### src/rtl/shp_pkg.sv
`timescale 1ns / 1ps
package shp_pkg;

	localparam int PIX_W      = 8;
	localparam int SUM_W      = 13;
	localparam int WIDTH_W    = 11;
	localparam int HEIGHT_W   = 13;
	localparam int ROW_W      = 14;
	localparam int CFG_IDX_W  = 2;
	localparam int CFG_DATA_W = 13;
	localparam int OUT_CH     = 3;
	localparam int IN_CH      = 4;

	typedef enum logic [CFG_IDX_W-1:0] {
		REG_IMAGE_WIDTH  = 2'd0,
		REG_IMAGE_HEIGHT = 2'd1
	} cfg_reg_t;

	typedef logic [PIX_W-1:0] chan_t;
	typedef logic signed [SUM_W-1:0] sum_t;

	typedef struct packed {
		logic emit;
		logic left_ok;
		logic right_ok;
		logic top_ok;
		logic bot_ok;
		logic row_end;
		logic frame_last;
	} ctl_t;

	function automatic chan_t clamp_sum(sum_t s);
		chan_t r;
		if (s < sum_t'(0))
			r = '0;
		else if (s > sum_t'(255))
			r = '1;
		else
			r = s[PIX_W-1:0];
		return r;
	endfunction

endpackage

### src/rtl/shp_lane.sv
`timescale 1ns / 1ps
module shp_lane import shp_pkg::*; (
	input  logic  clk,
	input  logic  en,
	input  chan_t taps [3][3],
	input  ctl_t  ctl,
	output sum_t  sum_s3
);

	logic [11:0] pos;
	logic [10:0] neg;
	logic [2:0]  row_ok;
	chan_t       nb [8];

	assign row_ok = {ctl.bot_ok, 1'b1, ctl.top_ok};

	always_comb begin
		for (int k = 0; k < 3; k++) begin
			nb[k]     = (ctl.left_ok && row_ok[k]) ? taps[0][k] : '0;
			nb[3 + k] = (ctl.right_ok && row_ok[k]) ? taps[2][k] : '0;
		end
		nb[6] = ctl.top_ok ? taps[1][0] : '0;
		nb[7] = ctl.bot_ok ? taps[1][2] : '0;
		pos   = {1'b0, taps[1][1], 3'b000} + 12'(taps[1][1]);
		neg   = '0;
		for (int k = 0; k < 8; k++)
			neg = neg + 11'(nb[k]);
	end

	always_ff @(posedge clk) begin
		if (en)
			sum_s3 <= sum_t'({1'b0, pos}) - sum_t'({2'b00, neg});
	end

endmodule

### config.mk
export PLATFORM = sky130hd
export DESIGN_NAME = shp_lane
export DESIGN_NICKNAME = d
export VERILOG_FILES = /design/src/rtl/shp_pkg.sv /design/src/rtl/shp_lane.sv
export SDC_FILE = /design/constraint.sdc
export NUM_CORES = 1
export LEC_CHECK = 0
export BUFFER_PORTS_ARGS = -buffer_cell sky130_fd_sc_hd__buf_4
export CORE_MARGIN = 2
export CORE_UTILIZATION = 58
export CTS_BUF_LIST = sky130_fd_sc_hd__clkbuf_8
export CTS_CLUSTER_SIZE = 16
export DETAILED_ROUTE_END_ITERATION = 7
export GPL_TIMING_DRIVEN = 0
export PLACE_DENSITY = 0.95
export SLEW_MARGIN = 20
export SYNTH_ARGS = -nofsm -noshare
export SYNTH_HDL_FRONTEND = slang
export SYNTH_SLANG_ARGS = --single-unit
### constraint.sdc
create_clock -name clk -period 10.7 [get_ports clk]
set_input_delay 0.535 -clock clk [delete_from_list [all_inputs] [get_ports clk]]
set_output_delay 0.535 -clock clk [all_outputs]
set_load 0.02 [all_outputs]
Yosys cells after proc, flatten, opt, wreduce, memory -nomap -nowiden
Index checks and enable logic that the tools add are counted.

storage, ports and cells
  memory bits (writable) = 0
  word-level logic and storage cells = 22
  memories = 0
  register bits after elaboration = 13
  output and inout port bits = 13
  latch bits = 0
  bits in read-only memories = 0
  bits of input ports = 81

operators by class
  shift-type cells = 0
  eq/ne operators = 0
  magnitude comparators = 0
  multiply operators = 0
  bitwise operators = 0
  muxes and demuxes = 8
  reduce and logical (&&, ||, !) cells = 4
  $add $sub $neg = 9
  div/mod/pow operators = 0

operators by type and width
  cell                          number
  two-way mux 8 bit             8
  adder 11 x 8 -> 11 bit        4
  subtractor 12 x 11 -> 13 bit  1
  adder 11 x 8 -> 12 bit        1
  adder 10 x 8 -> 11 bit        1
  adder 9 x 8 -> 10 bit         1
  adder 8 x 8 -> 9 bit          1
  logical AND 1 bit             4

Longest topological paths before layout
  depth in word-level cells = 10
  gate-level depth with buffers = 17
  mapped depth without buffers = 16

Worst setup path after synthesis
Ideal clock, no wire load.

  path type = in2reg
  start point = input ctl[4] (netlist name)
  end point = register sum_s3[10], data pin
  stages = 15
  setup time = 258 ps
  arrival time = 4626 ps
  required time = 10442 ps
  buffers on the path = 1
  path slack = 5816 ps
  cells stage by stage = clkbuf_1 -> and2_1 -> nand2_1 -> fa_1 -> fa_1 -> fa_1 -> fa_1 -> inv_1 -> fa_1 -> inv_1 -> ha_1 -> and3_1 -> a221o_1 -> o21a_1 -> xnor2_1

between the ends
  cells in the longest elaborated chain, start to end = 8
  elaborated cells between the ends (all ways) = 11
  classes of those cells = add/sub (6); mux (3); reduce/logical (2)

ends and longest elaborated chain
  item                                      RTL line        RTL
  start: declaration                        shp_lane.sv:6   input ctl_t ctl,
  logical AND 1 bit                         shp_lane.sv:20  nb[3 + k] = (ctl.right_ok && row_ok[k]) ? taps[2][k] : '0;
  two-way mux 8 bit                         shp_lane.sv:20
  adder 10 x 8 -> 11 bit                    shp_lane.sv:27  neg = neg + 11'(nb[k]);
  adder 11 x 8 -> 11 bit                    shp_lane.sv:27
  adder 11 x 8 -> 11 bit (*) (3 in series)  shp_lane.sv:27
  subtractor 12 x 11 -> 13 bit (*)          shp_lane.sv:32  sum_s3 <= sum_t'({1'b0, pos}) - sum_t'({2'b00, neg});
  end signal: assignment                    shp_lane.sv:32
  end: declaration                          shp_lane.sv:7   output sum_t sum_s3

Mark *: on every way between the ends. The rest lies on a longest branch, timed or not.
A chain may end at the register's enable or synchronous reset.

Worst setup path in the final report
  start point = input ctl[3] (netlist name)
  end point = register sum_s3[10], data pin

between the ends
  cells in the longest elaborated chain, start to end = 10
  elaborated cells between the ends (all ways) = 13
  classes of those cells = add/sub (8); mux (3); reduce/logical (2)

ends and longest elaborated chain
  item                                      RTL line        RTL
  logical AND 1 bit                         shp_lane.sv:19  nb[k] = (ctl.left_ok && row_ok[k]) ? taps[0][k] : '0;
  two-way mux 8 bit                         shp_lane.sv:19
  adder 8 x 8 -> 9 bit                      shp_lane.sv:27
  adder 9 x 8 -> 10 bit                     shp_lane.sv:27
  adder 10 x 8 -> 11 bit                    shp_lane.sv:27
  adder 11 x 8 -> 11 bit (2 in series)      shp_lane.sv:27
  adder 11 x 8 -> 11 bit (*) (2 in series)  shp_lane.sv:27
  subtractor 12 x 11 -> 13 bit (*)          shp_lane.sv:32

Marks and branches as above.

==> impl_metrics.env <==
export IMPL_diodes=0
export IMPL_cts_tree="done"
export IMPL_overflow=0
export IMPL_hold_depth=1
export IMPL_portBuffers=86
export IMPL_io_pins=94
export IMPL_place_detailed_hpwl_um=6430
export IMPL_maxSlewHeadroom_pct=63.5
export IMPL_synth_nets=462
export IMPL_dieArea_um2=5680
export IMPL_clockBufferDepth=2
export IMPL_finalNetCount=553
export IMPL_highest_layer="met4"
export IMPL_cp_required_ns=10.69
export IMPL_post_route_period_util_pct=48.5
export IMPL_slowest_delay_ns=0.57
export IMPL_path_clk_slew_ns=0.05
export IMPL_first_global_vias=2713
export IMPL_met1_length_um=2680
export IMPL_powerDensity_nw_per_um2=297
export IMPL_ys_seq_area_share_pct=13.2
export IMPL_cts_root_buf="clkbuf_8"
export IMPL_postLayoutCellArea_um2=3730
export IMPL_syn_cell_area_um2=2960
export IMPL_syn_to_final_growth_pct=26.2
export IMPL_synth_distinct_cells=32
export IMPL_crit_start="ctl[3]"
export IMPL_period_minus_slack_ns=5.19
export IMPL_worstSetupPathType="in2reg"
export IMPL_critPathSlowestCell="fa_1"
export IMPL_status="finished, final reports clean"
export IMPL_ys_top_cells_by_area="fa_1 42%, edfxtp_1 13%, ha_1 9.7%"
export IMPL_utilization_pct=77.5
export IMPL_holdBufCountCts=0
export IMPL_route_met2_wl_um=4070
export IMPL_antenna_found_initial=0
export IMPL_gp_congestion=0.836
export IMPL_final_antenna_net_count=0
export IMPL_worst_path_most_repeated_cell="fa_1"
export IMPL_cp_arrival_ns=5.18
export IMPL_core_um2=4820
export IMPL_die_h_um=75.4
export IMPL_setup_viol=0
export IMPL_die_w_um=75.4
export IMPL_end_kind="flip-flop"
export IMPL_initial_core_util_pct=61.4
export IMPL_met3_length_um=316
export IMPL_postSynthCellCount=296
export IMPL_clock_fmax_mhz=193
export IMPL_vias=2448
export IMPL_worst_slew_pin_slew_ns=0.547
export IMPL_top_regs="sum_s3 x13"
export IMPL_grt_max_degree=14
export IMPL_max_cap_viol_count=0
export IMPL_wl_per_cell_um=16.0
export IMPL_synth_seq_cells=13
export IMPL_cts_resized=0
export IMPL_power_leakage_nw=1.80
export IMPL_ir_worst_vdd_uv=243
export IMPL_yosysTopAreaCellShare_pct=42.0
export IMPL_start_kind="input port"
export IMPL_crit_fanout=10
export IMPL_hold_viol_final=0
export IMPL_grtUsageTotal_pct=27.1
export IMPL_largest_reg_flops=13
export IMPL_num_rows=25
export IMPL_drive_gt1_share_pct=23.6
export IMPL_final_max_slew_viol_count=0
export IMPL_fin_setup_tns_ns=0
export IMPL_firstDrtPassIters=4
export IMPL_grt_pass1_wl_um=11500
export IMPL_rsz0062_at_grt="false"
export IMPL_place_area_um2=3690
export IMPL_drtIter0Drc=111
export IMPL_final_common_cell="buf_4"
export IMPL_hold_end="sum_s3[9]"
export IMPL_drc=0
export IMPL_layout_common_cells="86 x buf_4, 62 x fa_1, 61 x inv_1, 26 x nand2_1"
export IMPL_path_cells="clkbuf_1 -> and2_1 -> nand2_1 -> fa_1 -> fa_1 -> fa_1 -> fa_1 -> inv_1 -> fa_1 -> inv_1 -> ha_1 -> and3_1 -> a221o_1 -> o21a_1 -> xnor2_1"
export IMPL_regMostFlops="sum_s3"
export IMPL_htree_levels=1
export IMPL_yosysWarnings=0
export IMPL_yosysTopAreaCell="fa_1"
export IMPL_post_cts_repair_setup_buffers=0
export IMPL_routed_wl_um=7270
export IMPL_hold_start="en"
export IMPL_syn_avg_cell_area_um2=9.99
export IMPL_vias_per_cell=5.40
export IMPL_cts_sinks=13
export IMPL_hold_class="in2reg"
export IMPL_cts_buffers=3
## report_power, final
group / switching [mW] / leakage [nW] / internal [mW]
registers: 0.00670 / 0.127 / 0.131
clock network: 0.0161 / 0.0269 / 0.0252
logic: 0.511 / 1.65 / 0.419
total: 0.534 / 1.80 / 0.575
## per-layer routing
layer	vias up	track usage (%)
met1	1217	31.6
met2	95	51.1
met4	0	8.38
met5	-	0
li1	1118	-
met3	18	4.37
## worst max path at each step
stage | cells past startpoint | to | slack [ns]
after detailed placement | 15 | sum_s3[10] | 5.31
after global routing | 15 | sum_s3[10] | 5.32
final | 15 | sum_s3[10] | 5.51
after CTS | 15 | sum_s3[10] | 5.55
after floorplan | 15 | sum_s3[10] | 5.82
after global placement | 15 | sum_s3[10] | 5.44
## synthesized netlist by cell type
master    instances
o311ai_0          2
and4b_1           1
o31ai_2           1
o211a_1           1
or3_1             2
xor2_1            3
and3_1           19
fa_1             62
nand2_1          26
a21oi_1           8
a21oi_2           1
o211ai_1          2
or3b_1            1
mux2i_1           2
nor2b_1           1
nor2_1            7
nand3_1           6
o21a_1            2
nor3b_1           1
and2_1           23
a221o_1           1
o221ai_1          1
xnor2_1           8
o21ai_0           4
a311oi_1          1
inv_1            60
nor3_1            3
edfxtp_1         13
a21o_1            2
ha_1             23
clkbuf_1          8
o31ai_1           1
## final cells by class
type,count,area [um2]
clock buffer,3,41.3
buffer,8,30.0
clock inverter,1,3.75
timing repair buffer,86,646
sequential,13,390
multi-input combinational,215,2310
tap,67,83.8
inverter,60,225
fill,332,1090
## critical path, delay by kind of cell
kind                       cells  cell delay (ns)
AOI/OAI and AO/OA              2             0.61
xor gates and xnor gates       1             0.12
adders and majority gates      6             2.79
buffers and inverters          3             0.44
and+or+nand+nor                3             0.67
## logic make-up (layout without fill, tap and decap cells)
kind of cell,count (synthesis),after routing,synth area share (%)
adders and majority gates,85,85,51.7
xor gates and xnor gates,11,11,3.26
muxes,2,2,0.677
DFF,13,13,13.2
buffers and inverters,68,158,8.63
AOI/OAI and AO/OA,27,27,6.39
and+or+nand+nor,90,90,16.1
## stage by stage
| step | worst slack [ns] | power (mW) | cells | hold slack [ns] |
|---|---|---|---|---|
| global route | 5.32 | 1.24 | 453 | 0.642 |
| global placement | 5.44 | 1.01 | 449 | 0.869 |
| finish | 5.51 | 1.11 | 453 | 0.634 |
| detailed placement | 5.31 | 1.06 | 449 | 0.880 |
| CTS | 5.55 | 1.11 | 453 | 0.632 |
| floorplan | 5.82 | 0.842 | 296 | 0.647 |
Power figures use the tool's default switching activity.
