### src/rtl/shp_pkg.sv
`timescale 1ns / 1ps
package shp_pkg;

	localparam int PIX_W      = 8;
	localparam int SUM_W      = 13;
	localparam int WIDTH_W    = 11;
	localparam int HEIGHT_W   = 13;
	localparam int ROW_W      = 14;
	localparam int CFG_IDX_W  = 2;
	localparam int CFG_DATA_W = 13;
	localparam int OUT_CH     = 3;
	localparam int IN_CH      = 4;

	typedef enum logic [CFG_IDX_W-1:0] {
		REG_IMAGE_WIDTH  = 2'd0,
		REG_IMAGE_HEIGHT = 2'd1
	} cfg_reg_t;

	typedef logic [PIX_W-1:0] chan_t;
	typedef logic signed [SUM_W-1:0] sum_t;

	typedef struct packed {
		logic emit;
		logic left_ok;
		logic right_ok;
		logic top_ok;
		logic bot_ok;
		logic row_end;
		logic frame_last;
	} ctl_t;

	function automatic chan_t clamp_sum(sum_t s);
		chan_t r;
		if (s < sum_t'(0))
			r = '0;
		else if (s > sum_t'(255))
			r = '1;
		else
			r = s[PIX_W-1:0];
		return r;
	endfunction

endpackage

### src/rtl/shp_merge.sv
`timescale 1ns / 1ps
module shp_merge import shp_pkg::*; #(
	parameter int CHANNELS = 3
) (
	input  logic  clk,
	input  logic  arst_n,
	input  logic  load,
	input  logic  take,
	input  sum_t  sums [CHANNELS],
	input  ctl_t  ctl,
	output logic  out_valid,
	output chan_t out_blue,
	output chan_t out_green,
	output chan_t out_red,
	output logic  row_end,
	output logic  frame_last
);

	chan_t res_q [OUT_CH];
	logic  valid_q;
	logic  row_end_q;
	logic  frame_last_q;

	for (genvar z = 0; z < OUT_CH; z++) begin : g_out
		if (z < CHANNELS) begin : g_ch
			always_ff @(posedge clk) begin
				if (load)
					res_q[z] <= clamp_sum(sums[z]);
			end
		end else begin : g_zero
			assign res_q[z] = '0;
		end
	end

	always_ff @(posedge clk) begin
		if (load) begin
			row_end_q    <= ctl.row_end;
			frame_last_q <= ctl.frame_last;
		end
	end

	always_ff @(posedge clk or negedge arst_n) begin
		if (!arst_n)
			valid_q <= 1'b0;
		else if (load)
			valid_q <= take;
	end

	assign out_valid  = valid_q;
	assign out_blue   = res_q[0];
	assign out_green  = res_q[1];
	assign out_red    = res_q[2];
	assign row_end    = row_end_q;
	assign frame_last = frame_last_q;

endmodule

### config.mk
export PLATFORM = sky130hd
export DESIGN_NAME = shp_merge
export DESIGN_NICKNAME = d
export VERILOG_FILES = /design/src/rtl/shp_pkg.sv /design/src/rtl/shp_merge.sv
export SDC_FILE = /design/constraint.sdc
export NUM_CORES = 1
export LEC_CHECK = 0
export ABC_CLOCK_PERIOD_IN_PS = 820
export BUFFER_PORTS_ARGS = -buffer_cell sky130_fd_sc_hd__buf_2
export CAP_MARGIN = 15
export CELL_PAD_IN_SITES_DETAIL_PLACEMENT = 1
export CELL_PAD_IN_SITES_GLOBAL_PLACEMENT = 1
export CORE_MARGIN = 1.5
export CORE_UTILIZATION = 29
export CTS_BUF_LIST = sky130_fd_sc_hd__clkbuf_16
export DETAILED_ROUTE_END_ITERATION = 10
export PLACE_DENSITY_LB_ADDON = 0.1
export SLEW_MARGIN = 5
export SYNTH_ARGS = -nofsm -noshare
export SYNTH_HDL_FRONTEND = slang
export SYNTH_SLANG_ARGS = --single-unit
### constraint.sdc
create_clock -name clk -period 0.82 [get_ports clk]
set_input_delay 0.041 -clock clk [delete_from_list [all_inputs] [get_ports clk]]
set_output_delay 0.041 -clock clk [all_outputs]
set_load 0.05 [all_outputs]
# Word level (Yosys, flattened, before mapping)
# Memory sizes are Yosys's and may differ from the RTL's.
# Index checks and enable logic that the tools add are counted.
[totals] ff_bits=3 ramBits=24 word_cells=21 mem_count=1
[mem_list] memory="res_q" depth=3 width=8 rd=3 rd_clocked_by_memory_dff=0 write_ports=3 line="shp_merge.sv:19" text="chan_t res_q [OUT_CH];"
[classes] n_lt_le_gt_ge=6 mux=11
[op_table] op="$mux W8" n=9
[op_table] op="$gt A13 B9 Y1 const B" n=3
[op_table] op="$lt A13 B1 Y1 const B" n=3
[op_table] op="$mux W1" n=2

# Logic depth before layout (Yosys ltp)
# Gate-level depths: netlist (run 1).
[depth] ltp_word=4 mapped_depth=2

# Least setup slack after synthesis (run 1)
# Ideal clock, no wire load.
[synth_path] path_type="register to register" startpoint="register, netlist name out_valid" endpoint="register valid_q (netlist: out_valid)" setup_ps=125 arrival_ps=863 required_time_ps=695 slack_ps=-168 stages_incl_launch_ff=2 cell_sequence="dfrtp_1 mux2_2"
[synth_lines] item="end signal, assigned" line="shp_merge.sv:46" text="valid_q <= take;"
[synth_lines] item="end, declared" line="shp_merge.sv:20" text="logic valid_q;"

==> run summary, run 1 <==
- total leakage power: 0.860 nW
- grt met2 use: 22.5%
- power density over cell area: 2020 nW/um^2
- detail-routed via count per cell: 4.25
- part of the power in the clock network: 29.8%
- maximum buffer depth of the clock tree: 2
- post-route clock period utilization: 106%
- Total GRT Usage: 12.1%
- GR peak layer: met2
- final-report hold violation count: 0
- Synth Flop Type: edfxtp_1
- half-perimeter wire length after detailed placement: 1870 um
- Buffers on Ports: 71
- part of the total power dissipated in combinational logic: 24.2%
- register-to-register setup slack: 0.03 ns
- post-synthesis sequential area ratio: 73.1%
- via count: 892
- number of flip-flops and latches in the synthesized netlist: 27
- final worst path period need: 0.871 ns
- via count of the first global-routing pass: 917
- chain of cells forming the critical path: buf_6
- max-cap viol count: 0
- Die ar.: 4180 um^2
- CTS root buf: clkbuf_16
- CP startpoint kind: register
- Max-Slew Margin vs Limit: 87.0%
- Overflow after GRT: 0
- netlist area before placement: 1100 um^2
- data required time of the critical path: 0.78 ns
- pin count of the biggest net entering global routing: 16
- number of buffers and inverters on the critical path: 1
- Switching Share: 28.6%
- final routed wire length divided by cell count: 11.4 um
- fill cell total of the finished layout: 403
- Initial Utilization: 30.1%
- share of the synthesized area in the top cell type: 70.8%
- met1 track utilization from global routing: 12.8%
- crit path max-delay cell type: edfxtp_1
- number of max-slew violations in the final report: 0
- fraction of layout instances using a drive strength above 1: 52.5%
- worst path arrival time: 0.83 ns
- largest stage delay on the critical path: 0.40 ns
- overall power after layout: 3.69 mW
- Setup WS post-layout: -0.0511 ns
- number of logic stages on the critical path including buffering: 1
- number of antenna violations at the first check in global routing: 0
- fin nets: 213
- number of distinct library cells after synthesis: 7
- status: finished with violations
- final weighted congestion in routability-driven placement: 0.665
- post-route ant nets: 0
- critical setup path kind: reg -> out
- library cell with the largest summed area after synthesis: edfxtp_1
- top cells by instance count after synthesis: edfxtp_1, a21oi_1, inv_1
- H-Tree Depth: 1
- Top delay family on crit path: flip-flops
- Post-Synthesis Mean Instance Area: 13.4 um^2
- Die Span Y: 64.7 um
- Core ar.: 3660 um^2
- Worst Hold Class: in -> reg
- width of the die: 64.7 um
- count of cells along the worst register-to-register path: 1
- leading cell type by number of instances after synthesis: edfxtp_1
- global-route met3 utilization: 2.78%
- Worst-path clk slew: 0.07 ns
- highest fanout seen on the critical path: 1
- number of cells on the worst hold path: 2
- kind of end point of the critical path: output pin
- number of search-and-repair iterations in the first detailed-routing pass: 4
- First DRT Iteration DRCs: 24
- Boundary Pins: 77
- ranking of synthesized cells by area: edfxtp_1, a21oi_1, inv_1
- async set-reset flop share out of synthesis: 3.70%
- RSZ-0062 raised after global routing: true
- violated checks: negative setup slack
- sink count of the clock tree: 27
- Peak VDD IR: 0.000787 V
- measured slew at the worst slew-check pin: 0.195 ns
- DRC errors left: 0
- Post-Route WL: 2400 um
- Reg power frac: 46.0%
- CTS tree: done
- Internal Dissipation: 2.64 mW
- dpl ws: -0.114 ns
- Max Fclk: 1.15 GHz
- standard-cell rows: 22
- antenna fix cells: 0
- number of clock buffers inserted by TritonCTS: 3
- Layout Skew: 0 ns
- Worst-Skew Late Latency: 0.26 ns
- Finished Cell Area: 1820 um^2
- Post-Syn Instances: 82
- net switching power: 1.05 mW
- syn nets: 132
- Yosys Warn Count: 0
- Area after DPL: 1550 um^2
- buffers inserted by post-CTS timing repair: 0
- count of flip-flops with a built-in enable after synthesis: 26
- area added between synthesis and finish: 65.5%
- global-route wire length before repair: 3840 um
- final-report setup violation count: 27
[cell families after synthesis]
group | synth area share, %
AND/OR/NAND/NOR | 5.79
AO/OA/AOI/OAI | 10.9
buffers and inverters | 9.19
multiplexers | 1.02
flip-flops | 73.1
[cells in the final DEF, fill, tap and decap left out, drive strengths merged]
cell,instances
buf,76
edfxtp,26
inv,24
a21oi,24
nor4,3
clkbuf,3
dlygate4sd3,3
mux2,1
clkinv,1
dfrtp,1
[routing by layer]
layer | wire [um] | vias up
met3 | 178 | 4
met2 | 1310 | 40
li1 | - | 437
met1 | 876 | 411
met4 | 37 | 0
met5 | 0 | -
[final cells by class]
class	count	area, um^2	share of cell area [%]
Clock buffer	3	75.1	4.12
Clock inverter	1	5.00	0.274
Inverter	24	90.1	4.94
Multi-Input combinational cell	28	195	10.7
Sequential cell	27	807	44.2
Tap cell	48	60.1	3.29
Timing Repair Buffer	79	592	32.4
[final timing paths]
check,startpoint,endpoint
max,res_q[0][21],out_red[5]
min,take,out_valid
max reg2reg,out_valid,out_valid
min reg2reg,out_valid,out_valid
max in group asynchronous,arst_n,out_valid
min in group asynchronous,arst_n,out_valid
[registers in the layout, summed over array words and instances, names as in the netlist]
| register | count |
|---|---|
| frame_last | 1 |
| out_valid | 1 |
| res_q | 24 |
| row_end | 1 |
[power groups by stage]
| stage | Sequential, mW | Combinational (mW) | Clock (mW) |
|---|---|---|---|
| after CTS | 1.70 | 0.900 | 1.13 |
| after detailed placement | 1.70 | 0.758 | 0 |
| final | 1.70 | 0.892 | 1.10 |
| after global routing | 1.71 | 0.939 | 1.19 |
| after floorplan | 2.10 | 0.0822 | 0 |
| after global placement | 1.70 | 0.748 | 0 |
[metrics by stage]
step           hold WS (ns)  std cells  TNS, ns  util, %
2_1_floorplan        -0.255         82  -0.0824        -
3_3_place_gp         -0.185        203    -2.23     42.2
3_5_place_dp         -0.177        203    -2.43     42.2
4_1_cts              0.0221        210    -1.13     49.8
5_1_grt              0.0315        210    -1.59     49.8
6_report             0.0198        210   -0.853     49.8
[repair_timing]
item | 4_1_cts | 5_1_grt
endpoints found under the setup margin | 27 | 27
endpoints found under the hold margin | 3 | 0
resized for setup | 54 | 0
hold buffers | 3 | 0
No activity file was read; power rests on OpenSTA's default activity.
==> run 2: changes to the inputs <==
--- a/config.mk
+++ b/config.mk
@@ -5,13 +5,13 @@
 export SDC_FILE = /design/constraint.sdc
 export NUM_CORES = 1
 export LEC_CHECK = 0
-export ABC_CLOCK_PERIOD_IN_PS = 820
+export ABC_CLOCK_PERIOD_IN_PS = 800
 export BUFFER_PORTS_ARGS = -buffer_cell sky130_fd_sc_hd__buf_2
 export CAP_MARGIN = 15
 export CELL_PAD_IN_SITES_DETAIL_PLACEMENT = 1
 export CELL_PAD_IN_SITES_GLOBAL_PLACEMENT = 1
 export CORE_MARGIN = 1.5
-export CORE_UTILIZATION = 29
+export CORE_UTILIZATION = 26
 export CTS_BUF_LIST = sky130_fd_sc_hd__clkbuf_16
 export DETAILED_ROUTE_END_ITERATION = 10
 export PLACE_DENSITY_LB_ADDON = 0.1
==> constraint.sdc (replaced) <==
create_clock -name clk -period 0.8 [get_ports clk]
set_input_delay 0.04 -clock clk [delete_from_list [all_inputs] [get_ports clk]]
set_output_delay 0.04 -clock clk [all_outputs]
set_load 0.05 [all_outputs]
==> run 2 against run 1 <==
The run still ends with negative setup slack left. Largest cell class unchanged. Critical endpoint is now out_blue[2]. Clock-buffer cell count unchanged. Register-to-register slack worse by 0.03 ns. Largest power group unchanged. Die area rose by 11%.
==> run summary, run 2 (synthesis gave the netlist of run 1 again) <==
- fraction of layout instances using a drive strength above 1: 52.1%, -0.32 points
- area added between synthesis and finish: 67.8%
- Layout Skew: 0 ns, unchanged
- via count of the first global-routing pass: 907, -1.1%
- Post-Route WL: 2730 um, +14%
- Top delay family on crit path: flip-flops
- part of the power in the clock network: 29.3%, -0.5 points
- top library cells by usage in the layout, fill and taps aside: buf_2, buf_6, edfxtp_1, inv_1, a21oi_1
- power density over cell area: 2050 nW/um^2, +1.3%
- final weighted congestion in routability-driven placement: 0.652, -1.9%
- Die Span Y: 68.1 um, +5.4%
- post-route ant nets: 0, unchanged
- max-cap viol count: 0, unchanged
- antenna fix cells: 0, unchanged
- Switching Share: 28.5%, about the same
- final-report hold violation count: 0, unchanged
- CP startpoint kind: register
- Max-Slew Margin vs Limit: 87.1%, +0.17 points
- start point of the critical path: res_q[0][2]
- H-Tree Depth: 1, unchanged
- largest stage delay on the critical path: 0.40 ns, about the same
- Initial Utilization: 27.4%, -2.7 points
- sink count of the clock tree: 27, unchanged
- Die ar.: 4640 um^2, +11%
- worst path arrival time: 0.83 ns, about the same
- number of clock buffers inserted by TritonCTS: 3, unchanged
- kind of end point of the critical path: output pin
- Buffers on Ports: 71, unchanged
- reg-to-reg endpoint: out_valid
- number of search-and-repair iterations in the first detailed-routing pass: 3, -1
- Max Fclk: 1.15 GHz
- CTS root buf: clkbuf_16
- number of buffers and inverters on the critical path: 1, unchanged
- number of antenna violations at the first check in global routing: 0, unchanged
- register-to-register setup slack: 0 ns, -0.03 ns
- critical setup path kind: reg -> out
- via count: 891, -0.11%
- final-report setup violation count: 27, unchanged
- total leakage power: 0.876 nW, +1.9%
- number of logic stages on the critical path including buffering: 1, unchanged
- net switching power: 1.08 mW, +2.6%
- detail-routed via count per cell: 4.18, -1.5%
- half-perimeter wire length after detailed placement: 2180 um, +17%
- final hold slack: 0.0305 ns, +0.0107 ns
- Setup WS post-layout: -0.0719 ns, -0.0207 ns
- Peak VDD IR: 0.000798 V, +1.3%
- Overflow after GRT: 0, unchanged
- data required time of the critical path: 0.76 ns, -0.02 ns
- crit path max-delay cell type: edfxtp_1
- status: finished with violations
- DRC errors left: 0, unchanged
- highest fanout seen on the critical path: 1, unchanged
- measured slew at the worst slew-check pin: 0.191 ns, -0.00393 ns
- post-route clock period utilization: 109%
- CTS tree: done
- Critical R2R Launch: out_valid
- maximum buffer depth of the clock tree: 2, unchanged
- overall power after layout: 3.79 mW, +2.7%
- largest register by flop count: res_q
- pin count of the biggest net entering global routing: 20, +4
- Worst-path clk slew: 0.07 ns, about the same
- RSZ-0062 raised after global routing: true
- most frequent standard cell in the layout excluding fill and tap cells: buf_2
- final routed wire length divided by cell count: 12.8 um, +12%
- part of the total power dissipated in combinational logic: 24.7%, +0.5 points
- width of the die: 68.1 um, +5.4%
- Core ar.: 4030 um^2, +10%
- standard-cell rows: 23, +4.5%
- Total GRT Usage: 12.1%, +0.043 points
- Worst Hold Class: in -> reg
- global-route wire length before repair: 4110 um, +7.2%
- First DRT Iteration DRCs: 45, +88%
- Reg power frac: 45.9%, about the same
- violated checks: negative setup slack
- chain of cells forming the critical path: buf_6
- Boundary Pins: 77, unchanged
- termination of the worst setup path: out_blue[2]
- final worst path period need: 0.872 ns
- Internal Dissipation: 2.71 mW, +2.7%
- flip-flop count of the largest register, all copies and words added: 24, unchanged
- fin nets: 214, +0.47%
- count of cells along the worst register-to-register path: 1, unchanged
- Worst-Skew Late Latency: 0.26 ns, about the same
- number of max-slew violations in the final report: 0, unchanged
## run 2: cell types whose count changed in the layout (fill, tap and decap cells not counted), sizes merged
cell	previous run	this run
inv	24	25
buf	76	77
clkinv	1	0
## run 2: layout make-up
| class | instances | area (um^2) |
|---|---|---|
| clock buffers | 3 | 75.1 |
| clock inverters | 1 | 3.75 |
| well taps | 50 | 62.6 |
| repair buffers | 80 | 612 |
| flip-flops and latches | 27 | 807 |
| multi-input cells | 28 | 199 |
| inverters | 24 | 90.1 |
| fillers | 435 | 2180 |
## run 2: repair_timing
| action | in CTS | in global routing |
|---|---|---|
| endpoints found under the hold margin | 3 | 0 |
| setup buffers | 0 | 0 |
| setup endpoints to repair | 27 | 28 |
| resized for setup | 54 | 1 |
| hold buffers | 3 | 0 |
## run 2: how the worst min path moves through the flow
stage / start / to / cells after the start / slack, ns
finish: take / out_valid / 2 / 0.03
global route: take / out_valid / 2 / 0.04
CTS: take / out_valid / 2 / 0.04
detailed placement: arst_n / out_valid / 1 / -0.18
global placement: arst_n / out_valid / 1 / -0.18
floorplan: arst_n / out_valid / 0 / -0.26
## run 2: per-stage QoR
stage          instances  instance area, um^2  worst slack, ns  utilization (%)  setup TNS [ns]
2_1_floorplan         82                 1100           -0.102                -          -0.102
3_3_place_gp         206                 1570           -0.115             38.9           -2.55
3_5_place_dp         206                 1570           -0.159             38.9           -3.18
4_1_cts              213                 1850          -0.0928             45.8           -1.59
5_1_grt              213                 1850           -0.116             45.9           -2.09
6_report             213                 1850          -0.0719             45.9           -1.30
## run 2: power groups by stage
| stage | sequential [mW] | combinational, mW | clock [mW] |
|---|---|---|---|
| 2_1_floorplan | 2.16 | 0.0831 | 0 |
| 3_3_place_gp | 1.74 | 0.782 | 0 |
| 3_5_place_dp | 1.74 | 0.798 | 0 |
| 4_1_cts | 1.74 | 0.944 | 1.15 |
| 5_1_grt | 1.75 | 0.992 | 1.19 |
| 6_report | 1.74 | 0.938 | 1.11 |
## run 2: layer usage
layer | track usage, % | wire length (um) | up-vias
met5 | 0 | 0 | -
met4 | 3.75 | 0 | 0
met3 | 3.95 | 199 | 0
met2 | 20.9 | 1530 | 35
met1 | 14.3 | 999 | 413
li1 | - | - | 443
